$ cat config.mk
export PLATFORM = sky130hd
export DESIGN_NAME = chc_front
export DESIGN_NICKNAME = d
export VERILOG_FILES = /design/src/rtl/core/chc_pkg.sv /design/src/rtl/core/chc_div.sv /design/src/rtl/core/chc_front.sv
export SDC_FILE = /design/constraint.sdc
export NUM_CORES = 2
export LEC_CHECK = 0
export BUFFER_PORTS_ARGS = -buffer_cell sky130_fd_sc_hd__buf_2
export CORE_MARGIN = 2
export CORE_UTILIZATION = 50
export DETAILED_ROUTE_END_ITERATION = 16
export PLACE_DENSITY = 0.65
export SYNTH_ARGS = -nofsm -noshare
export SYNTH_HDL_FRONTEND = slang
export SYNTH_SLANG_ARGS = --single-unit
$ cat constraint.sdc
create_clock -name clk -period 122 [get_ports clk]
set_input_delay 18.3 -clock clk [delete_from_list [all_inputs] [get_ports clk]]
set_output_delay 18.3 -clock clk [all_outputs]
set_load 0.01 [all_outputs]
$ cat src/rtl/core/chc_pkg.sv
// Shared types, widths and constants of the color hue classifier.
// No dependencies.
`default_nettype none

package chc_pkg;

	localparam int PULSE_BITS   = 16;
	localparam int FRAC_BITS    = 14;
	localparam int TOL_W        = 8;
	localparam int HUE_W        = 10;
	localparam int CFG_IDX_W    = 3;
	localparam int CFG_DATA_W   = PULSE_BITS;

	// normalizer: Q3.FRAC signed, quotient magnitude bits
	localparam int NORM_W       = FRAC_BITS + 3;
	localparam int QB           = NORM_W;
	localparam int MAG_W        = PULSE_BITS;
	localparam int REM_W        = MAG_W + FRAC_BITS;
	localparam int OVF_SH       = QB - FRAC_BITS;
	localparam int DIV_LAT      = QB + 2;
	localparam int NORM_LIM     = 1 << (FRAC_BITS + 2);

	// angle path
	localparam int ANG_FRAC     = 30;
	localparam int ANG_SH       = ANG_FRAC - FRAC_BITS;
	localparam int CORDIC_STEPS = 24;
	localparam int CW           = 40;
	localparam int AW           = 34;
	localparam int ANG_W        = 32;
	localparam int SQRT3_W      = 31;
	localparam logic [SQRT3_W-1:0] SQRT3_Q30   = 31'd1859775393;
	localparam logic [ANG_W-1:0]   PI_Q30      = 32'd3373259426;
	localparam logic [ANG_W-1:0]   HALF_PI_Q30 = 32'd1686629713;

	// degrees: floor(a * 18000 / (314 * 2^30)), 314 by reciprocal
	localparam int DEG_NUM_W    = 15;
	localparam int DEG_NUM      = 18000;
	localparam int DEG_DEN      = 314;
	localparam int DEG_Q_W      = ANG_W + DEG_NUM_W;
	localparam int DEG_M_W      = DEG_Q_W - ANG_FRAC;
	localparam int RECIP_SH     = 24;
	localparam int RECIP_W      = 16;
	localparam int RECIP_K      = ((1 << RECIP_SH) + DEG_DEN - 1) / DEG_DEN;
	localparam int DEG_D_W      = 9;
	localparam int FULL_TURN    = 360;
	localparam int HUE_NONE     = -500;

	localparam int FIFO_DEPTH   = 4;
	localparam int FIFO_PTR_W   = $clog2(FIFO_DEPTH);
	localparam int FIFO_CNT_W   = $clog2(FIFO_DEPTH + 1);

	typedef struct packed {
		logic [PULSE_BITS-1:0] black_red;
		logic [PULSE_BITS-1:0] black_green;
		logic [PULSE_BITS-1:0] black_blue;
		logic [PULSE_BITS-1:0] white_red;
		logic [PULSE_BITS-1:0] white_green;
		logic [PULSE_BITS-1:0] white_blue;
	} cal_t;

	typedef struct packed {
		logic signed [NORM_W-1:0] r;
		logic signed [NORM_W-1:0] g;
		logic signed [NORM_W-1:0] b;
		logic [TOL_W-1:0]         tol;
	} norm_item_t;

	function automatic logic [ANG_W-1:0] atan_q30(input int i);
		logic [ANG_W-1:0] v;
		case (i)
			0:       v = 32'h3243F6A8;
			1:       v = 32'h1DAC6705;
			2:       v = 32'h0FADBAFC;
			3:       v = 32'h07F56EA6;
			4:       v = 32'h03FEAB76;
			5:       v = 32'h01FFD55B;
			6:       v = 32'h00FFFAAA;
			7:       v = 32'h007FFF55;
			8:       v = 32'h003FFFEA;
			9:       v = 32'h001FFFFD;
			10:      v = 32'h000FFFFF;
			11:      v = 32'h0007FFFF;
			12:      v = 32'h0003FFFF;
			13:      v = 32'h0001FFFF;
			14:      v = 32'h0000FFFF;
			15:      v = 32'h00007FFF;
			16:      v = 32'h00003FFF;
			17:      v = 32'h00001FFF;
			18:      v = 32'h00000FFF;
			19:      v = 32'h000007FF;
			20:      v = 32'h000003FF;
			21:      v = 32'h000001FF;
			22:      v = 32'h000000FF;
			23:      v = 32'h0000007F;
			default: v = '0;
		endcase
		return v;
	endfunction

endpackage

`default_nettype wire

$ cat src/rtl/core/chc_div.sv
// Pipelined restoring divider for one channel: (pulse-black)*2^FRAC/(white-black),
// truncated and saturated. Depends on chc_pkg.
`default_nettype none

module chc_div (
	input  logic                                 clk,
	input  logic                                 en,
	input  logic [chc_pkg::PULSE_BITS-1:0]       pulse,
	input  logic [chc_pkg::PULSE_BITS-1:0]       black,
	input  logic [chc_pkg::PULSE_BITS-1:0]       white,
	output logic signed [chc_pkg::NORM_W-1:0]    norm
);
	import chc_pkg::*;

	localparam int DIVW = REM_W + 3;

	logic signed [PULSE_BITS:0] num_d, den_d;
	logic [MAG_W-1:0]           num_m, den_m;

	logic [REM_W-1:0] rem_s [QB+1];
	logic [QB-1:0]    quo_s [QB+1];
	logic [MAG_W-1:0] den_s [QB+1];
	logic             neg_s [QB+1];
	logic             dz_s  [QB+1];
	logic             ovf_s [QB+1];

	logic [DIVW-1:0]  trial_c [QB];
	logic             ge_c    [QB];
	logic [REM_W-1:0] rnext_c [QB];
	logic [QB-1:0]    qnext_c [QB];

	logic signed [NORM_W-1:0] norm_s;

	always_comb begin
		num_d = $signed({1'b0, pulse}) - $signed({1'b0, black});
		den_d = $signed({1'b0, white}) - $signed({1'b0, black});
		num_m = num_d[PULSE_BITS] ? MAG_W'(-num_d) : MAG_W'(num_d);
		den_m = den_d[PULSE_BITS] ? MAG_W'(-den_d) : MAG_W'(den_d);
	end

	always_comb begin
		for (int j = 0; j < QB; j++) begin
			trial_c[j] = DIVW'(den_s[j]) << (QB - 1 - j);
			ge_c[j]    = DIVW'(rem_s[j]) >= trial_c[j];
			rnext_c[j] = ge_c[j] ? rem_s[j] - trial_c[j][REM_W-1:0] : rem_s[j];
			qnext_c[j] = quo_s[j] | (QB'(ge_c[j]) << (QB - 1 - j));
		end
	end

	always_ff @(posedge clk) begin
		if (en) begin
			rem_s[0] <= {num_m, {FRAC_BITS{1'b0}}};
			quo_s[0] <= '0;
			den_s[0] <= den_m;
			neg_s[0] <= num_d[PULSE_BITS] ^ den_d[PULSE_BITS];
			dz_s[0]  <= (den_d == '0);
			ovf_s[0] <= (MAG_W + OVF_SH)'(num_m) >= ((MAG_W + OVF_SH)'(den_m) << OVF_SH);
			for (int j = 0; j < QB; j++) begin
				rem_s[j+1]              <= rnext_c[j];
				quo_s[j+1]              <= qnext_c[j];
				den_s[j+1]              <= den_s[j];
				neg_s[j+1]              <= neg_s[j];
				dz_s[j+1]               <= dz_s[j];
				ovf_s[j+1]              <= ovf_s[j];
			end
			if (dz_s[QB])
				norm_s <= '0;
			else if (!neg_s[QB])
				norm_s <= (ovf_s[QB] || quo_s[QB] > QB'(NORM_LIM - 1)) ?
					NORM_W'(NORM_LIM - 1) : $signed(quo_s[QB]);
			else
				norm_s <= (ovf_s[QB] || quo_s[QB] > QB'(NORM_LIM)) ?
					NORM_W'(-NORM_LIM) : -$signed(quo_s[QB]);
		end
	end

	assign norm = norm_s;

endmodule

`default_nettype wire

$ cat src/rtl/core/chc_front.sv
// Front end: accepts transfers and normalizes the three channels in parallel.
// Depends on chc_pkg, chc_div.
`default_nettype none

module chc_front (
	input  logic                          clk,
	input  logic                          arst_n,
	input  logic                          in_valid,
	output logic                          in_ready,
	input  logic [chc_pkg::PULSE_BITS-1:0] pulse_red,
	input  logic [chc_pkg::PULSE_BITS-1:0] pulse_green,
	input  logic [chc_pkg::PULSE_BITS-1:0] pulse_blue,
	input  logic [chc_pkg::TOL_W-1:0]     tolerance,
	input  chc_pkg::cal_t                 cal,
	output logic                          out_valid,
	input  logic                          out_ready,
	output chc_pkg::norm_item_t           out_item
);
	import chc_pkg::*;

	logic                en;
	logic [DIV_LAT-1:0]  v_q;
	logic [TOL_W-1:0]    tol_s [DIV_LAT];
	logic signed [NORM_W-1:0] r_n, g_n, b_n;

	assign out_valid = v_q[DIV_LAT-1];
	assign en        = !out_valid || out_ready;
	assign in_ready  = en;

	chc_div u_div_r (.clk(clk), .en(en), .pulse(pulse_red), .black(cal.black_red),
		.white(cal.white_red), .norm(r_n));
	chc_div u_div_g (.clk(clk), .en(en), .pulse(pulse_green), .black(cal.black_green),
		.white(cal.white_green), .norm(g_n));
	chc_div u_div_b (.clk(clk), .en(en), .pulse(pulse_blue), .black(cal.black_blue),
		.white(cal.white_blue), .norm(b_n));

	always_ff @(posedge clk or negedge arst_n) begin
		if (!arst_n) begin
			v_q <= '0;
		end else if (en) begin
			v_q <= {v_q[DIV_LAT-2:0], in_valid};
		end
	end

	always_ff @(posedge clk) begin
		if (en) begin
			tol_s[0] <= tolerance;
			for (int j = 1; j < DIV_LAT; j++)
				tol_s[j] <= tol_s[j-1];
		end
	end

	assign out_item = '{r: r_n, g: g_n, b: b_n, tol: tol_s[DIV_LAT-1]};

endmodule

`default_nettype wire

==> out/results.txt <==
status = complete, no violations
post-DP HPWL = 197 mm
share of cells above drive strength 1 = 0.0835
largest net degree at the start of global routing = 224
Hold WS = 386 ps
CP Cell Sequence = buf_2, nand2b_4, buf_2
Area after DPL = 149,000 µm²
Final Max Tran Viols = 0
Final period util = 0.305
largest cells by area after synthesis = edfxtp_1 (57%), ha_1 (8.3%), inv_1 (3.3%)
reg2reg start = v_q[18]
IO buf count = 216
Initial Utilization = 0.502
Main synth FF type = edfxtp_1
Slowest-stage cell, CP = nand2b_4
r2r endpoint = u_div_r.rem_s[14][21]
final hold vios = 0
crit-path most repeated cell = buf_2
Inst Count DP = 15,900
first-pass iteration count of the detailed router = 6
WP data arrival = 18,940 ps
leakage = 62.9 nW
Max Buffers Root-to-Sink = 4
TritonCTS Sinks = 2,748
total clock buffers created by CTS = 301
total track usage = 0.180
fmax = 0.0269 GHz
CP Capture Type = output port
number of max-cap violations = 0
Overall Power = 5.15 mW
RePlAce Congestion = 0.944
Finished Cell Area = 159,000 µm²
# nets final = 13,600
Netlist cell types = 99
Crit. Startpoint = out_ready
power density of the placed cells = 32.4 nW/µm²
FF-to-FF path depth = 8
Finished Layout Cells = 16,400
total grt overflow = 0
Avg WL per Cell = 16.2 µm
Setup crit end = in_ready
Via Count = 89,400
Syn Nets = 13,200
RSZ-0062 raised after global routing = false
delay-heaviest family, CP = buffers and inverters
post-synthesis sequential area ratio = 0.576
Max FO, Critical Path = 3
top-area cell type share of the netlist area = 0.573
HP Class = flip-flop to flip-flop
Data required, critical path = 103,700 ps
Initial DRC Count = 5,739
reg2reg setup slack = 115,410 ps
Commonest cells post-synth = edfxtp_1 (2,729), inv_1 (1,244), ha_1 (951)
Fin Setup TNS = 0 ps
DIE AREA = 290,000 µm²
Synth Cell Area = 143,000 µm²
slew at the pin closest to its max-slew limit = 1180 ps
first-pass GRT wire length = 439 mm
DRC Markers = 0
# fillers = 23,100
PostCTS Resize Cnt = 0
# hold bufs at CTS = 0
initial antenna violation count = 6
H-Tree Depth = 5
Post-Synthesis Cells = 12,000
CP peak stage delay = 280 ps
synthesized flop and latch total = 2,748
wirelength, routed = 266 mm
Die W = 539 µm
# rows = 196
number of placed I/O pins = 217
overall die height = 539 µm
count leader, synth = edfxtp_1
Worst Skew = 53.6 ps
CP Class = primary input to output port
critical path buffer and inverter count = 2
Stages on worst setup path = 3
Critical Path Source Type = primary input
Area Growth Syn to Fin = 10.9%
core area = 285,000 µm²
Post-synth ARST share = 0.00691
relative slew slack = 0.211
remaining antenna violation count = 0
Syn. warnings = 0
Clk pin slew, worst setup/hold paths = 60 ps
synthesized area per cell = 11.9 µm²
number of synthesized flops with an enable pin = 2,729
cell taking the most area after synthesis = edfxtp_1
clock latency at the later pin of the worst-skew pair = 910 ps
Setup violations, final = 0
Post-CTS Setup Repair Bufs = 0
Worst VDD drop = 0.0145 mV
Final min period = 37,240 ps
drt via density = 5.45
TritonCTS clock tree = done
vias in the first global route = 89,700
Root Driver = clkbuf_16
-- layout make-up --
| class | count | area [µm²] | area share |
|---|---|---|---|
| multi-input cells | 7837 | 55300 | 0.349 |
| diodes | 2 | 5.00 | 0.0000316 |
| well taps | 3762 | 4710 | 0.0297 |
| flip-flops and latches | 2748 | 82400 | 0.520 |
| repair buffers | 274 | 1620 | 0.0102 |
| inverters | 1249 | 4690 | 0.0296 |
| clock inverters | 174 | 1890 | 0.0119 |
| clock buffers | 367 | 7950 | 0.0501 |
-- metal layers --
| metal | wire (µm) | vias to the layer above | share of wire | track usage |
|---|---|---|---|---|
| li1 | - | 44800 | - | - |
| met1 | 113000 | 41900 | 0.42 | 0.218 |
| met2 | 132000 | 2004 | 0.50 | 0.321 |
| met3 | 10600 | 642 | 0.040 | 0.0249 |
| met4 | 11200 | 0 | 0.042 | 0.0772 |
| met5 | 0 | - | 0 | 0 |
-- kinds of logic after synthesis --
logic type | share of synthesized area
AOI/OAI and AO/OA | 0.115
muxes | 0.0184
adders and majority gates | 0.0908
xor gates and xnor gates | 0.0567
DFF | 0.576
and+or+nand+nor | 0.105
buffers and inverters | 0.0380
-- power by group --
part	total (mW)	leakage, nW	switching (mW)	internal [mW]
sequential	1.97	27.2	0.249	1.72
combinational	2.28	30.9	1.29	0.998
clock	0.890	4.79	0.360	0.530
-- placed cells by master, fill, tap and decap left out, types with 56 or more instances in the layout --
master / n
a211oi_1: 84
a21boi_0: 66
a21o_1: 253
a21oi_1: 789
a31oi_1: 72
and2_1: 58
and3_1: 56
buf_2: 216
clkbuf_1: 57
clkbuf_16: 308
edfxtp_1: 2729
ha_1: 951
inv_1: 1244
mux2_2: 193
nand2_1: 732
nand2b_1: 171
nand3_1: 191
nand4_1: 138
nor2_1: 804
nor2b_1: 160
nor3_1: 272
nor4_1: 101
o21a_1: 119
o21ai_0: 615
o21ai_1: 65
o31ai_1: 91
or2_2: 64
or3_1: 141
xnor2_1: 522
xor2_1: 402
-- metrics by stage --
stage,worst slack [ps],utilization
finish,84760,0.556
global route,84760,0.556
CTS,84720,0.556
detailed placement,84720,0.522
global placement,84720,0.522
floorplan,11470,-
-- how the worst min path moves through the flow --
stage,startpoint,to,slack [ps],cells past startpoint
6_report,u_div_g.quo_s[10][8],u_div_g.quo_s[11][8],390,0
5_1_grt,u_div_r.quo_s[1][16],u_div_r.quo_s[2][16],410,0
4_1_cts,u_div_g.quo_s[10][8],u_div_g.quo_s[11][8],390,0
3_5_place_dp,tol_s[9][2],tol_s[10][2],400,0
3_3_place_gp,tol_s[2][1],tol_s[3][1],400,0
2_1_floorplan,tol_s[9][0],tol_s[10][0],400,0
-- state kept, by name, summed over array words and instances, names as in the netlist, 19 cells and up --
register,count
v_q,19
u_div_g.den_s,272
u_div_b.rem_s,363
u_div_b.quo_s,153
tol_s,152
u_div_r.quo_s,153
u_div_g.rem_s,363
u_div_r.den_s,272
u_div_b.den_s,272
u_div_r.rem_s,363
u_div_g.quo_s,153
Power figures use the tool's default switching activity.
