<file path="config.mk">
export PLATFORM = sky130hd
export DESIGN_NAME = chc_fifo
export DESIGN_NICKNAME = d
export VERILOG_FILES = /design/src/rtl/core/chc_pkg.sv /design/src/rtl/core/chc_fifo.sv
export SDC_FILE = /design/constraint.sdc
export NUM_CORES = 1
export LEC_CHECK = 0
export BUFFER_PORTS_ARGS = -buffer_cell sky130_fd_sc_hd__buf_2
export CORE_MARGIN = 3
export CORE_UTILIZATION = 48
export CTS_CLUSTER_SIZE = 28
export DETAILED_ROUTE_END_ITERATION = 7
export PLACE_DENSITY = 0.68
export SLEW_MARGIN = 10
export SYNTH_ARGS = -nofsm -noshare
export SYNTH_HDL_FRONTEND = slang
export SYNTH_SLANG_ARGS = --single-unit
</file>
<file path="constraint.sdc">
create_clock -name clk -period 3.1 [get_ports clk]
set_input_delay 0.62 -clock clk [delete_from_list [all_inputs] [get_ports clk]]
set_output_delay 0.62 -clock clk [all_outputs]
set_load 0.01 [all_outputs]
</file>
<file path="src/rtl/core/chc_pkg.sv">
// Shared types, widths and constants of the color hue classifier.
// No dependencies.
`default_nettype none

package chc_pkg;

	localparam int PULSE_BITS   = 16;
	localparam int FRAC_BITS    = 14;
	localparam int TOL_W        = 8;
	localparam int HUE_W        = 10;
	localparam int CFG_IDX_W    = 3;
	localparam int CFG_DATA_W   = PULSE_BITS;

	// normalizer: Q3.FRAC signed, quotient magnitude bits
	localparam int NORM_W       = FRAC_BITS + 3;
	localparam int QB           = NORM_W;
	localparam int MAG_W        = PULSE_BITS;
	localparam int REM_W        = MAG_W + FRAC_BITS;
	localparam int OVF_SH       = QB - FRAC_BITS;
	localparam int DIV_LAT      = QB + 2;
	localparam int NORM_LIM     = 1 << (FRAC_BITS + 2);

	// angle path
	localparam int ANG_FRAC     = 30;
	localparam int ANG_SH       = ANG_FRAC - FRAC_BITS;
	localparam int CORDIC_STEPS = 24;
	localparam int CW           = 40;
	localparam int AW           = 34;
	localparam int ANG_W        = 32;
	localparam int SQRT3_W      = 31;
	localparam logic [SQRT3_W-1:0] SQRT3_Q30   = 31'd1859775393;
	localparam logic [ANG_W-1:0]   PI_Q30      = 32'd3373259426;
	localparam logic [ANG_W-1:0]   HALF_PI_Q30 = 32'd1686629713;

	// degrees: floor(a * 18000 / (314 * 2^30)), 314 by reciprocal
	localparam int DEG_NUM_W    = 15;
	localparam int DEG_NUM      = 18000;
	localparam int DEG_DEN      = 314;
	localparam int DEG_Q_W      = ANG_W + DEG_NUM_W;
	localparam int DEG_M_W      = DEG_Q_W - ANG_FRAC;
	localparam int RECIP_SH     = 24;
	localparam int RECIP_W      = 16;
	localparam int RECIP_K      = ((1 << RECIP_SH) + DEG_DEN - 1) / DEG_DEN;
	localparam int DEG_D_W      = 9;
	localparam int FULL_TURN    = 360;
	localparam int HUE_NONE     = -500;

	localparam int FIFO_DEPTH   = 4;
	localparam int FIFO_PTR_W   = $clog2(FIFO_DEPTH);
	localparam int FIFO_CNT_W   = $clog2(FIFO_DEPTH + 1);

	typedef struct packed {
		logic [PULSE_BITS-1:0] black_red;
		logic [PULSE_BITS-1:0] black_green;
		logic [PULSE_BITS-1:0] black_blue;
		logic [PULSE_BITS-1:0] white_red;
		logic [PULSE_BITS-1:0] white_green;
		logic [PULSE_BITS-1:0] white_blue;
	} cal_t;

	typedef struct packed {
		logic signed [NORM_W-1:0] r;
		logic signed [NORM_W-1:0] g;
		logic signed [NORM_W-1:0] b;
		logic [TOL_W-1:0]         tol;
	} norm_item_t;

	function automatic logic [ANG_W-1:0] atan_q30(input int i);
		logic [ANG_W-1:0] v;
		case (i)
			0:       v = 32'h3243F6A8;
			1:       v = 32'h1DAC6705;
			2:       v = 32'h0FADBAFC;
			3:       v = 32'h07F56EA6;
			4:       v = 32'h03FEAB76;
			5:       v = 32'h01FFD55B;
			6:       v = 32'h00FFFAAA;
			7:       v = 32'h007FFF55;
			8:       v = 32'h003FFFEA;
			9:       v = 32'h001FFFFD;
			10:      v = 32'h000FFFFF;
			11:      v = 32'h0007FFFF;
			12:      v = 32'h0003FFFF;
			13:      v = 32'h0001FFFF;
			14:      v = 32'h0000FFFF;
			15:      v = 32'h00007FFF;
			16:      v = 32'h00003FFF;
			17:      v = 32'h00001FFF;
			18:      v = 32'h00000FFF;
			19:      v = 32'h000007FF;
			20:      v = 32'h000003FF;
			21:      v = 32'h000001FF;
			22:      v = 32'h000000FF;
			23:      v = 32'h0000007F;
			default: v = '0;
		endcase
		return v;
	endfunction

endpackage

`default_nettype wire

</file>
<file path="src/rtl/core/chc_fifo.sv">
// Short register queue between the front end and the back end.
// Depends on chc_pkg.
`default_nettype none

module chc_fifo (
	input  logic                clk,
	input  logic                arst_n,
	input  logic                in_valid,
	output logic                in_ready,
	input  chc_pkg::norm_item_t in_item,
	output logic                out_valid,
	input  logic                out_ready,
	output chc_pkg::norm_item_t out_item
);
	import chc_pkg::*;

	norm_item_t            mem_q [FIFO_DEPTH];
	logic [FIFO_PTR_W-1:0] wr_q, rd_q;
	logic [FIFO_CNT_W-1:0] cnt_q;
	logic                  push, pop;

	assign in_ready  = cnt_q != FIFO_CNT_W'(FIFO_DEPTH);
	assign out_valid = cnt_q != '0;
	assign push      = in_valid && in_ready;
	assign pop       = out_valid && out_ready;
	assign out_item  = mem_q[rd_q];

	always_ff @(posedge clk) begin
		if (push)
			mem_q[wr_q] <= in_item;
	end

	always_ff @(posedge clk or negedge arst_n) begin
		if (!arst_n) begin
			wr_q  <= '0;
			rd_q  <= '0;
			cnt_q <= '0;
		end else begin
			if (push)
				wr_q <= wr_q + 1'b1;
			if (pop)
				rd_q <= rd_q + 1'b1;
			cnt_q <= cnt_q + FIFO_CNT_W'(push) - FIFO_CNT_W'(pop);
		end
	end

	a_cnt_bound: assert property (@(posedge clk) disable iff (!arst_n)
		cnt_q <= FIFO_CNT_W'(FIFO_DEPTH))
		else $error("queue count beyond depth");

	a_ptr_gap: assert property (@(posedge clk) disable iff (!arst_n)
		(cnt_q == '0 || cnt_q == FIFO_CNT_W'(FIFO_DEPTH)) |-> wr_q == rd_q)
		else $error("queue pointers disagree with count");

	a_cnt_step: assert property (@(posedge clk) disable iff (!arst_n)
		(push && !pop) |=> cnt_q == $past(cnt_q) + 1'b1)
		else $error("queue count missed a push");

endmodule

`default_nettype wire

</file>
==> results of run 1 <==
## what timing repair did
action	CTS	global route
hold buffers	1	0
gates resized for setup	0	0
hold endpoints to repair	7	0
## sequential cells by signal, indices dropped and copies added (netlist names)
register and count:
cnt_q 3, mem_q 236, rd_q 2, wr_q 2
## power groups by stage
| stage | logic [mW] | clock network (mW) | registers, mW |
|---|---|---|---|
| floorplan | 2.13 | 0 | 4.55 |
| global placement | 3.03 | 0 | 4.61 |
| detailed placement | 3.05 | 0 | 4.65 |
| CTS | 3.07 | 2.97 | 4.59 |
| global route | 3.25 | 3.10 | 4.64 |
| finish | 2.97 | 2.91 | 4.57 |
## worst register-to-register path: stages (launching register included)
cell,delay [ps]
dfrtp_1,480
nor3b_2,450
nand2b_1,170
ha_1,220
inv_1,60
ha_1,130
inv_1,50
fa_1,370
xnor2_1,140
xnor2_1,130
## cell usage in the layout, fill, tap and decap left out, drive strengths merged, types with 2 or more instances in the layout
master and count:
and3b 4, buf 132, bufinv 4, clkbuf 26, clkinv 11, dfrtp 7
edfxtp 236, ha 6, inv 6, mux4 59, nand2b 4, nand4bb 2
o211ai 2, xnor2 3
## cell usage after synthesis (all sizes together)
cell,count
buf,13
nand4bb,2
clkbuf,1
or3,1
dfrtp,7
xnor2,3
and3b,4
edfxtp,236
xor2,1
mux4,59
nand2,1
inv,6
nor3b,1
ha,6
nand2b,4
o311ai,1
o31a,1
o211ai,2
fa,1
## area by class of cell
class,count,area (sq um)
clock inverters,15,166
flip-flops and latches,243,7270
clock buffers,26,629
fillers,1334,7520
well taps,229,287
inverters,6,22.5
repair buffers,133,756
multi-input cells,87,1620
diodes,1,2.50
## per-stage QoR
| step | worst slack (ps) | utilization | power, mW |
|---|---|---|---|
| final | 281 | 0.588 | 10.5 |
| after global routing | 150 | 0.588 | 11.0 |
| after CTS | 229 | 0.588 | 10.6 |
| after detailed placement | 756 | 0.544 | 7.71 |
| after global placement | 773 | 0.544 | 7.64 |
| after floorplan | 549 | - | 6.67 |
## routing by layer
metal	track usage	vias to the layer above	routed length, um
met5	0	-	27
met4	0.0362	4	337
met3	0.0379	29	1080
met2	0.270	135	8020
met1	0.224	2133	6770
li1	-	1792	-
## how the worst min path moves through the flow
stage                              to  depth (start not counted)
6_report       mem_q[3][44]$_DFFE_PP_                          1
5_1_grt        mem_q[2][32]$_DFFE_PP_                          1
4_1_cts        mem_q[3][44]$_DFFE_PP_                          1
3_5_place_dp       cnt_q[0]$_DFF_PN0_                          1
3_3_place_gp       cnt_q[0]$_DFF_PN0_                          1
2_1_floorplan      cnt_q[0]$_DFF_PN0_                          0
## cell families (layout without fill, tap and decap cells)
kind of cell / Yosys count / count (layout) / share of synthesized area
flops: 243 / 243 / 0.802
fa+ha+maj: 7 / 7 / 0.0105
xor+xnor: 4 / 4 / 0.00387
simple gates: 13 / 13 / 0.0116
compound gates: 4 / 4 / 0.00359
other cells: 0 / 1 / 0
buf+inv: 20 / 180 / 0.0207
mux: 59 / 59 / 0.147
==> summary.md, run 1 <==
| Metric | Value |
|---|---|
| Via Count | `4093` |
| Peak supply drop | `0.575 mV` |
| Largest cells by area after synthesis | `edfxtp_1, mux4_2, dfrtp_1` |
| Global-route usage over all layers | `0.162` |
| CP Capture Point | `out_item[43]` |
| Clk_lat worst skew | `500 ps` |
| F_max | `0.355 GHz` |
| Post-DRT Antenna Nets | `0` |
| Pin count of the biggest net entering global routing | `52` |
| Clk root buf | `clkbuf_16` |
| Layout Nets | `between 500 and 600` |
| Initial Util | `0.495` |
| Reg-to-Reg End | `cnt_q[2]$_DFF_PN0_` |
| IO Port Bufs | `around 120` |
| Slowest CP cell | `dfrtp_4` |
| Setup TNS | `0 ps` |
| CTS tree | `yes` |
| Post-DP HPWL | `9.89 mm` |
| Post-CTS Setup Bufs | `0` |
| Levels on crit path | `3` |
| Syn Nets | `420` |
| Part of the cycle the worst path needs | `0.909` |
| Placed insts | `697` |
| Non-filler cells, final | `740` |
| First-pass GRT wire length | `25.3 mm` |
| Worst-path cell chain | `buf_12 -> mux4_2 -> buf_2` |
| Psw | `slightly below 3 mW` |
| Synthesis Warnings | `0` |
| Horiz. Die Dim | `143 um` |
| Pins Over Slew Limit | `0` |
| Fin. Hold Viols | `0` |
| CP Class | `reg2out` |
| R2R Setup Slk | `770 ps` |
| Internal Power | `7.54 mW` |
| Vias in the first global route | `4426` |
| Layout cell share with drive strength beyond 1 | `0.451` |
| Clock Sinks | `243` |
| Gate power share | `0.284` |
| Routed len/inst | `roughly 22 um` |
| Layout area overhead | `18.7%` |
| Io pins | `124` |
| Vias per cell | `around 5.5` |
| Critical path buffers and inverters | `2` |
| CP required | `2480 ps` |
| Post-Syn Area | `9050 sq um` |
| Die area | `20500 sq um` |
| Clock Power Share | `0.278` |
| Placeable Area | `18300 sq um` |
| Die height | `143 um` |
| Status | `completed` |
| Initial antenna violation count | `2` |
| Clock skew | `7.20 ps` |
| # setup viols final | `0` |
| DP Area | `9940 sq um` |
| Reg clk slew, reported paths | `60 ps` |
| Design area | `10700 sq um` |
| Slew HR | `0.604` |
| Startpoint class of the critical path | `flop` |
| Critical path data arrival time | `between 2000 and 2500 ps` |
| Critical path origin | `rd_q[0]$_DFFE_PN0P_` |
| Hold path startpoint | `in_item[44]` |
| Placer's final routability congestion estimate | `0.699` |
| Drt total wl | `16.2 mm` |
| Cell taking the most area after synthesis | `edfxtp_1` |
| DRT iter0 DRCs | `275` |
| Tmin final | `2820 ps` |
| DRC viols | `0` |
| Count of different cell masters after synthesis | `22` |
| First-pass DRT Iterations | `4` |
| Worst-margin pin slew | `594 ps` |
| Sequential Power Share | `0.438` |
| Pwr dens | `973 nW/um^2` |
| Synthesis-stage register bit count | `243` |
| Cells after Synth | `350` |
| Switching share of power | `0.279` |
| Global route total overflow | `0` |
| Total CTS buffers | `25` |
| Rows | `49` |
| RSZ-0062 raised after global routing | `false` |
| Top delay family on crit path | `flip-flops` |
| Worst min path class | `in2reg` |
| Avg Synthesized Cell Area | `25.9 sq um` |
| Longest Clk Path Bufs | `3` |
| Reg2reg path depth | `9` |
| Leakage | `between 3 and 4 nW` |
| Max cap viols | `0` |
| H-tree levels | `1` |
| Worst Setup End Kind | `output port` |
| Max incr delay on CP | `640 ps` |
| Sequential share of the synthesized area | `0.802` |
| Post-synth top area share | `0.783` |
| Crit path max fanout | `29` |
| Reg2reg start | `cnt_q[1]$_DFF_PN0_` |
| Min Hold Slack | `331 ps` |
Note: power is estimated with default switching activity, not from simulation.
==> run 2, diff against run 1 <==
- CORE_MARGIN: 3 -> 1
- REMOVE_ABC_BUFFERS: unset -> 1
==> run 2 against run 1 <==
Compared with the run above:
- utilization up 0.25 points
- critical path depth unchanged
- combinational power about the same
- largest power group unchanged
- sequential power is 2% higher
- critical path type unchanged
- register-to-register slack hardly changed
- power decreased by 1.7%
- flip-flop and latch count is the same
- global-route usage is 0.48 points higher
- non-clock buffer count rose by 5
- sequential share of layout area fell by 0.055 points
==> summary.md, run 2 (synthesis results as in run 1) <==
| Metric | Value |
|---|---|
| Peak supply drop | `0.680 mV` |
| Rows | `49` |
| Io pins | `124` |
| Tmin final | `2740 ps` |
| DRT iter0 DRCs | `205` |
| Worst Setup End Kind | `output port` |
| Min Hold Slack | `325 ps` |
| Clock skew | `15.1 ps` |
| Slowest CP cell | `dfrtp_4` |
| Worst-margin pin slew | `559 ps` |
| Initial antenna violation count | `1` |
| Critical path buffers and inverters | `2` |
| CP required | `around 2500 ps` |
| Pin count of the biggest net entering global routing | `33` |
| M2 GR Usage | `0.275` |
| Vias per cell | `5.50` |
| Most common cell after layout, fill and taps aside | `edfxtp_1` |
| Top delay family on crit path | `flip-flops` |
| Reg2reg start | `cnt_q[1]$_DFF_PN0_` |
| Total power | `approximately 10 mW` |
| Slew HR | `0.627` |
| Pins Over Slew Limit | `0` |
| Pwr dens | `about 960 nW/um^2` |
| Finished Core Util | `0.591` |
| Setup WS pre-CTS | `599 ps` |
| Hold path cells | `1` |
| Worst min path class | `in2reg` |
| Clock Sinks | `243` |
| Total CTS buffers | `25` |
| Global route total overflow | `0` |
| Longest Clk Path Bufs | `3` |
| Hold endpoint | `mem_q[2][10]$_DFFE_PP_` |
| RSZ-0062 raised after global routing | `false` |
| Met3 usage | `0.0403` |
| Part of the cycle the worst path needs | `0.885` |
| R2R Setup Slk | `780 ps` |
| F_max | `~0.36 GHz` |
| Initial Util | `0.497` |
| Post-CTS sizing | `0` |
| Layout cell share with drive strength beyond 1 | `0.455` |
| Hold path startpoint | `in_item[10]` |
| Reg2reg path depth | `9` |
| Placer's final routability congestion estimate | `0.714` |
| Most frequent cells in the layout | `edfxtp_1, buf_2, mux4_2` |
| Design area | `10800 sq um` |
| Post-DP HPWL | `9.66 mm` |
| Max reg flops | `about 240` |
| Max cap viols | `0` |
| Crit path max fanout | `16` |
| Largest regs | `mem_q (236), cnt_q (3)` |
| Post-DRT Antenna Nets | `0` |
| DP Area | `9990 sq um` |
| Most flops, register | `mem_q` |
| IO Port Bufs | `123` |
| Layout area overhead | `18.8%` |
| Met1 GRT Util | `0.221` |
| Max incr delay on CP | `660 ps` |
| Worst-path cell chain | `buf_4 -> mux4_2 -> buf_2` |
| Vias in the first global route | `between 4000 and 5000` |
| Gr busiest metal | `met2` |
| Global-route usage over all layers | `0.167` |
| Setup TNS | `0 ps` |
| Drt total wl | `~16 mm` |
| Status | `completed` |
| DRC viols | `0` |
| Reg-to-Reg End | `cnt_q[2]$_DFF_PN0_` |
| Non-filler cells, final | `749` |
| Leakage | `3.70 nW` |
| Clk root buf | `clkbuf_16` |
| Startpoint class of the critical path | `flop` |
| # setup viols final | `0` |
| Clk_lat worst skew | `about 510 ps` |
| H-tree levels | `1` |
| CP Class | `reg2out` |
| Critical path data arrival time | `2120 ps` |
| Die area | `19400 sq um` |
| First-pass GRT wire length | `24.6 mm` |
| Layout Nets | `roughly 570` |
| Routed len/inst | `21.2 um` |
| Horiz. Die Dim | `139 um` |
| Fin. Hold Viols | `0` |
| CTS tree | `yes` |
| Placed insts | `701` |
| Setup ws final | `355 ps` |
| First-pass DRT Iterations | `4` |
| Die height | `139 um` |
| Placeable Area | `about 18000 sq um` |
| Reg clk slew, reported paths | `60 ps` |
| Via Count | `4116` |
-- run 2: final cells by class --
class	instances	area (sq um)
fillers	1310	7450
clock inverters	14	61.3
multi-input cells	87	1620
repair buffers	138	831
well taps	229	287
diodes	1	2.50
flip-flops and latches	243	7270
clock buffers	31	668
inverters	6	22.5
-- run 2: worst max-delay path by stage --
stage	from	end	slack (ps)	cells past startpoint
4_1_cts	rd_q[0]$_DFFE_PN0P_	out_item[26]	40	3
2_1_floorplan	rd_q[0]$_DFFE_PN0P_	out_item[58]	-670	1
5_1_grt	rd_q[0]$_DFFE_PN0P_	out_item[19]	250	3
3_3_place_gp	rd_q[0]$_DFFE_PN0P_	out_item[15]	630	3
3_5_place_dp	rd_q[0]$_DFFE_PN0P_	out_item[26]	600	3
6_report	rd_q[0]$_DFFE_PN0P_	out_item[26]	360	3
-- run 2: routing by layer --
layer | vias up | part of all wire
met5 | - | 0.00082
met4 | 2 | 0.023
met3 | 26 | 0.067
met2 | 145 | 0.49
met1 | 2142 | 0.42
li1 | 1801 | -
-- run 2: where the power goes --
group	switching, mW	total (mW)	internal [mW]
combinational	1.49	2.98	1.49
sequential	0.304	4.64	4.34
clock	1.14	2.66	1.52
total	2.93	10.3	7.34
-- run 2: worst register-to-register path: stages, from the launching register on --
cell and delay [ps]:
dfrtp_1 480, nor3b_2 430, nand2b_1 180, ha_1 230
inv_1 60, ha_1 130, inv_1 40, fa_1 370
xnor2_1 190, xnor2_1 140
-- run 2: repair_timing --
item                                    CTS  global route
endpoints found under the hold margin     7             0
hold buffers                              1             0
endpoints found under the setup margin    0             5
buffers inserted                          0             1
